==> src/hw/rtl/cdbwb_pkg.sv <==
// Package with the shared types and constants of the writeback and wakeup block.
`timescale 1ns / 1ps
package cdbwb_pkg;
  localparam int NumStations = 16;
  localparam int IdxW = 4;
  localparam int ValW = 64;
  localparam int AgeW = 16;
  localparam int TagW = 6;
  localparam int RobW = 5;
  localparam logic [TagW-1:0] NullTag = 6'd32;

  typedef enum logic [1:0] {
    CmdWrite = 2'd0,
    CmdWriteback = 2'd1,
    CmdRead = 2'd2,
    CmdNop = 2'd3
  } cmd_e;

  typedef enum logic [1:0] {
    StFree = 2'd0,
    StPending = 2'd1,
    StFinished = 2'd2,
    StInvalid = 2'd3
  } status_e;

  localparam logic [1:0] KindValue = 2'd0;

  typedef enum logic [1:0] {
    FsmIdle = 2'd0,
    FsmSelect = 2'd1,
    FsmOut = 2'd2
  } fsm_e;

  typedef struct packed {
    logic load;
    logic exec;
    logic out_taken;
  } ctrl_t;

  typedef struct packed {
    logic dummy;
  } stat_t;
endpackage

==> src/hw/rtl/cdbwb_ctrl.sv <==
// Controller state machine that sequences one transaction through the datapath.
`timescale 1ns / 1ps
module cdbwb_ctrl (
  input  logic            clk_i,
  input  logic            rst_ni,
  input  logic            in_valid_i,
  output logic            in_ready_o,
  output logic            out_valid_o,
  input  logic            out_ready_i,
  output cdbwb_pkg::ctrl_t ctrl_o
);
  cdbwb_pkg::fsm_e state_q, state_d;

  always_ff @(posedge clk_i or negedge rst_ni) begin
    if (!rst_ni) begin
      state_q <= cdbwb_pkg::FsmIdle;
    end else begin
      state_q <= state_d;
    end
  end

  always_comb begin
    state_d = state_q;
    in_ready_o = 1'b0;
    out_valid_o = 1'b0;
    ctrl_o = '0;
    case (state_q)
      cdbwb_pkg::FsmIdle: begin
        in_ready_o = 1'b1;
        if (in_valid_i) begin
          ctrl_o.load = 1'b1;
          state_d = cdbwb_pkg::FsmSelect;
        end
      end
      cdbwb_pkg::FsmSelect: begin
        ctrl_o.exec = 1'b1;
        state_d = cdbwb_pkg::FsmOut;
      end
      cdbwb_pkg::FsmOut: begin
        out_valid_o = 1'b1;
        in_ready_o = out_ready_i;
        if (out_ready_i) begin
          ctrl_o.out_taken = 1'b1;
          if (in_valid_i) begin
            ctrl_o.load = 1'b1;
            state_d = cdbwb_pkg::FsmSelect;
          end else begin
            state_d = cdbwb_pkg::FsmIdle;
          end
        end
      end
      default: state_d = cdbwb_pkg::FsmIdle;
    endcase
  end
endmodule

==> config.mk <==
export PLATFORM = sky130hd
export DESIGN_NAME = cdbwb_ctrl
export DESIGN_NICKNAME = d
export VERILOG_FILES = /design/src/hw/rtl/cdbwb_pkg.sv /design/src/hw/rtl/cdbwb_ctrl.sv
export SDC_FILE = /design/constraint.sdc
export NUM_CORES = 1
export LEC_CHECK = 0
export BUFFER_PORTS_ARGS = -buffer_cell sky130_fd_sc_hd__buf_2
export CORE_AREA = 2 2 39 41
export CTS_CLUSTER_SIZE = 20
export DETAILED_ROUTE_END_ITERATION = 6
export DIE_AREA = 0 0 41 43
export PLACE_DENSITY_LB_ADDON = 0.3
export RECOVER_POWER = 100
export SYNTH_ARGS = -nofsm -noshare
export SYNTH_HDL_FRONTEND = slang
export SYNTH_SLANG_ARGS = --single-unit
export TNS_END_PERCENT = 20
==> constraint.sdc <==
create_clock -name clk_i -period 1.76 [get_ports clk_i]
set_clock_uncertainty 0.15 [all_clocks]
set_input_delay 0.264 -clock clk_i [delete_from_list [all_inputs] [get_ports clk_i]]
set_output_delay 0.264 -clock clk_i [all_outputs]
set_load 0.1 [all_outputs]
==> Yosys cells after proc, flatten, opt, wreduce, memory -nomap -nowiden <==
Index checks and enable logic that the tools add are counted.
{ "classes": {"n_eq_ne": 4, "muxes": 12, "n_reduce_logical": 2} }
{ "op_table": {"columns": ["operator", "n"], "rows": [
  ["1-bit two-way mux", 7],
  ["2-bit case mux with 3 select lines", 1],
  ["2-bit two-way mux", 2],
  ["2-bit != test (second input constant)", 2],
  ["1-bit case mux with 2 select lines", 2],
  ["2-bit by 1-bit == test with 1-bit output (second input constant)", 1],
  ["2-bit == test (second input constant)", 1],
  ["2-bit logical NOT", 1],
  ["2-bit AND reduction", 1]
]} }
{ "word_totals": {"regBits": 2, "inputBits": 4, "output_inout_bits": 5, "elab_cells": 19} }

==> Depth between registers and ports, before layout <==
{ "logic_depth": {"ltp_word": 3, "depth_mapped": 2, "depth_no_buf": 2} }

==> Worst setup path before layout <==
No wires, ideal clock.
{ "synth_timing": {"path_type": "register -> output", "startpoint": "reg state_q[1]", "endpoint": "out ctrl_o[2] (netlist name)", "arrival_ns": 2.674, "required_ns": 1.346, "path_slack_ns": -1.328, "stages_incl_launch_ff": 2, "n_path_buf": 0, "cell_sequence": "dfrtp_1 > a211oi_1"} }
{ "synth_rtl": {"columns": ["element", "line_no", "rtl"], "rows": [
  ["start, declared", "cdbwb_ctrl.sv:12", "cdbwb_pkg::fsm_e state_q, state_d;"],
  ["start signal, assigned", "cdbwb_ctrl.sv:16", "state_q <= cdbwb_pkg::FsmIdle;"],
  ["start signal, assigned", "cdbwb_ctrl.sv:18", "state_q <= state_d;"],
  ["end, declared", "cdbwb_ctrl.sv:10", "output cdbwb_pkg::ctrl_t ctrl_o"]
]} }

==> Final worst setup path <==
{ "layout_timing": {"startpoint": "reg state_q[1]", "endpoint": "out out_valid_o"} }
{ "layout_via": {"elab_chain_cells": 2} }
{ "layout_rtl": {"columns": ["element", "line_no", "rtl"], "rows": [
  ["2-bit == test", "cdbwb_ctrl.sv:27", "case (state_q)"],
  ["1-bit two-way mux", "cdbwb_ctrl.sv:27", null],
  ["end, declared", "cdbwb_ctrl.sv:8", "output logic out_valid_o,"]
]} }
Every way passes these cells.

==> metrics.txt <==
status=completed; initial DRC count=2; grt total ovfl=0; die width=41 µm; layout cells sized above 1=56.5%; max incr delay on CP=0.43 ns; DRC=0; Worst Hold Class=in2reg; Final Hold Fails=0; Final Max Slew Viols=0; Synth Flop Type=dfrtp_1; Place WS=0.301 ns; # fillers=159; RSZ-0062 raised after global routing=no; Slew @ Worst Pin=0.544 ns; top-area cell type share of the netlist area=44.0%; Largest regs=state_q (2); Switching Fraction=53.6%; HPWL Detailed=264 µm; CP Capture Type=output port; Largest register FFs=2; Avg Vias per Cell=3.23; post-synthesis cell count=12; Setup TNS=0 ns; crit path kind=reg2out; Gate power share=54.6%; sequential share of power=18.4%; Worst Path Arrival=1.27 ns; Nets=29; pin count of the biggest net entering global routing=6; Global Route Usage Sum=5.33%; period utilization=95.8%; CTS tree=yes; Fmax=593 MHz; cell row count=14; PnR worst setup slack=0.0743 ns; Hold-fix buffers, CTS=1; Root Buffer=clkbuf_4; Num CTS Buffers=3; Switch Pwr=0.202 mW; full die area=1760 µm²; CTS clk-pin slew, worst paths=0.03 ns; # Post-CTS Setup Buffers=0; share of flip-flops with an asynchronous set or reset=100%; Final ANT Viol Nets=0; ant diodes=0; Initial Util=8.23%; Power Density=1630 nW/µm²; via count=126; commonest cells in the netlist=a211oi_1 (2), dfrtp_1 (2), inv_1 (2); Tmin final=1.69 ns; CTS sink cnt=2; Clock Tree Buf Depth=2; Warnings, synthesis=0; CP Data Required Time=1.35 ns; critical path cell sequence=nor2b_4 -> buf_2; first-pass GRT wire length=531 µm; power share of the clock group=27.1%; DR WL/cell=8.79 µm; Most flops, register=state_q; ranking of synthesized cells by area=dfrtp_1 (44%), a211oi_1 (13%), nor2b_2 (7.7%), a21o_1 (6.6%), buf_4 (6.6%); # setup viols final=0; VDD IR max=0.000276 V; crit start category=flop; Mean Syn Cell Area=9.49 µm²; post-synthesis sequential area ratio=44.0%; Post-Route WL=343 µm; crit-path leading delay family=buffers and inverters; antenna violations before repair=0; Pint=0.176 mW; Die H=43 µm; EDFF count, synth=0; Final Core Density=16.7%; DRT Pass-1 Iters=2; Reg area=50.0 µm²; GP Congestion=0.517; Core Region=1380 µm²; Multi-input gate area=62.6 µm²; #FFs+latches synth=2; H-tree depth=1; vias in the first global route=127; Slowest cell on crit path=buf_2; Max Cap Viol=0; area leader, netlist=dfrtp_1; growth of design area from synthesis to finish=103%; IO Count=9; Critical path buffers and inverters=1; Skew-Pair Late Insertion Delay=0.23 ns; Max-slew headroom=63.9%; Port Buf Inserts=8; # resized after CTS=0; Leak=0.115 nW; Synth Net Count=16; Max FO, Critical Path=5; Synth Cell Area=114 µm²; number of library cell types mapped by synthesis=9
power groups by stage:
stage,logic [mW],clock network [mW],registers [mW]
3_5_place_dp,0.228,0,0.0701
6_report,0.206,0.102,0.0694
4_1_cts,0.230,0.108,0.0698
3_3_place_gp,0.226,0,0.0681
5_1_grt,0.212,0.109,0.0718
2_1_floorplan,0.174,0,0.0674
per-layer routing:
metal / global-route usage (%) / vias to the layer above / part of all wire, %
li1: - / 63 / -
met1: 6.13 / 50 / 45
met2: 4.38 / 11 / 34
met3: 4.19 / 2 / 16
met4: 8.00 / 0 / 4.4
met5: 0 / - / 0
worst min-delay path, cell delays in order:
cell and delay, ns:
buf_2 0.09, inv_1 0.08, a211oi_1 0.05
logic make-up after synthesis:
family	after synthesis	synth area share, %
AOI/OAI and AO/OA	4	24.2
buffers and inverters	3	13.2
DFF	2	44.0
and+or+nand+nor	3	18.7
area by class of cell:
class                   count  share of cell area, %
inverters                   2                   3.24
well taps                  16                   8.65
clock buffers               3                   9.73
multi-input cells           7                   27.0
flip-flops and latches      2                   21.6
repair buffers              9                   29.7
placed cells by master, fill, tap and decap left out, drive strengths merged:
cell type    Yosys  routed
dlygate4sd3      0       1
a21o             1       1
a21oi            1       1
a211oi           2       2
inv              2       2
buf              1       4
nor2b            2       2
and2             1       1
clkbuf           0       7
dfrtp            2       2
per-stage QoR:
| step | std cells | cell area [µm²] | power [mW] | hold slack [ns] |
|---|---|---|---|---|
| after floorplan | 12 | 128 | 0.242 | -0.182 |
| after detailed placement | 35 | 225 | 0.298 | -0.0984 |
| after global placement | 35 | 225 | 0.294 | -0.0988 |
| after global routing | 39 | 231 | 0.392 | 0.167 |
| after CTS | 39 | 258 | 0.408 | 0.151 |
| final | 39 | 231 | 0.378 | 0.157 |
final timing paths:
check	startpoint	end	slack (ns)	cells past startpoint
min in group asynchronous	rst_ni	state_q[0]	0.21	2
worst min-delay path	in_valid_i	state_q[0]	0.16	3
max in group asynchronous	rst_ni	state_q[1]	1.13	2
worst min register to register	state_q[1]	state_q[0]	0.42	1
worst max-delay path	state_q[1]	out_valid_o	0.07	2
worst max register to register	state_q[0]	state_q[1]	0.71	2
Power figures use the tool's default switching activity.
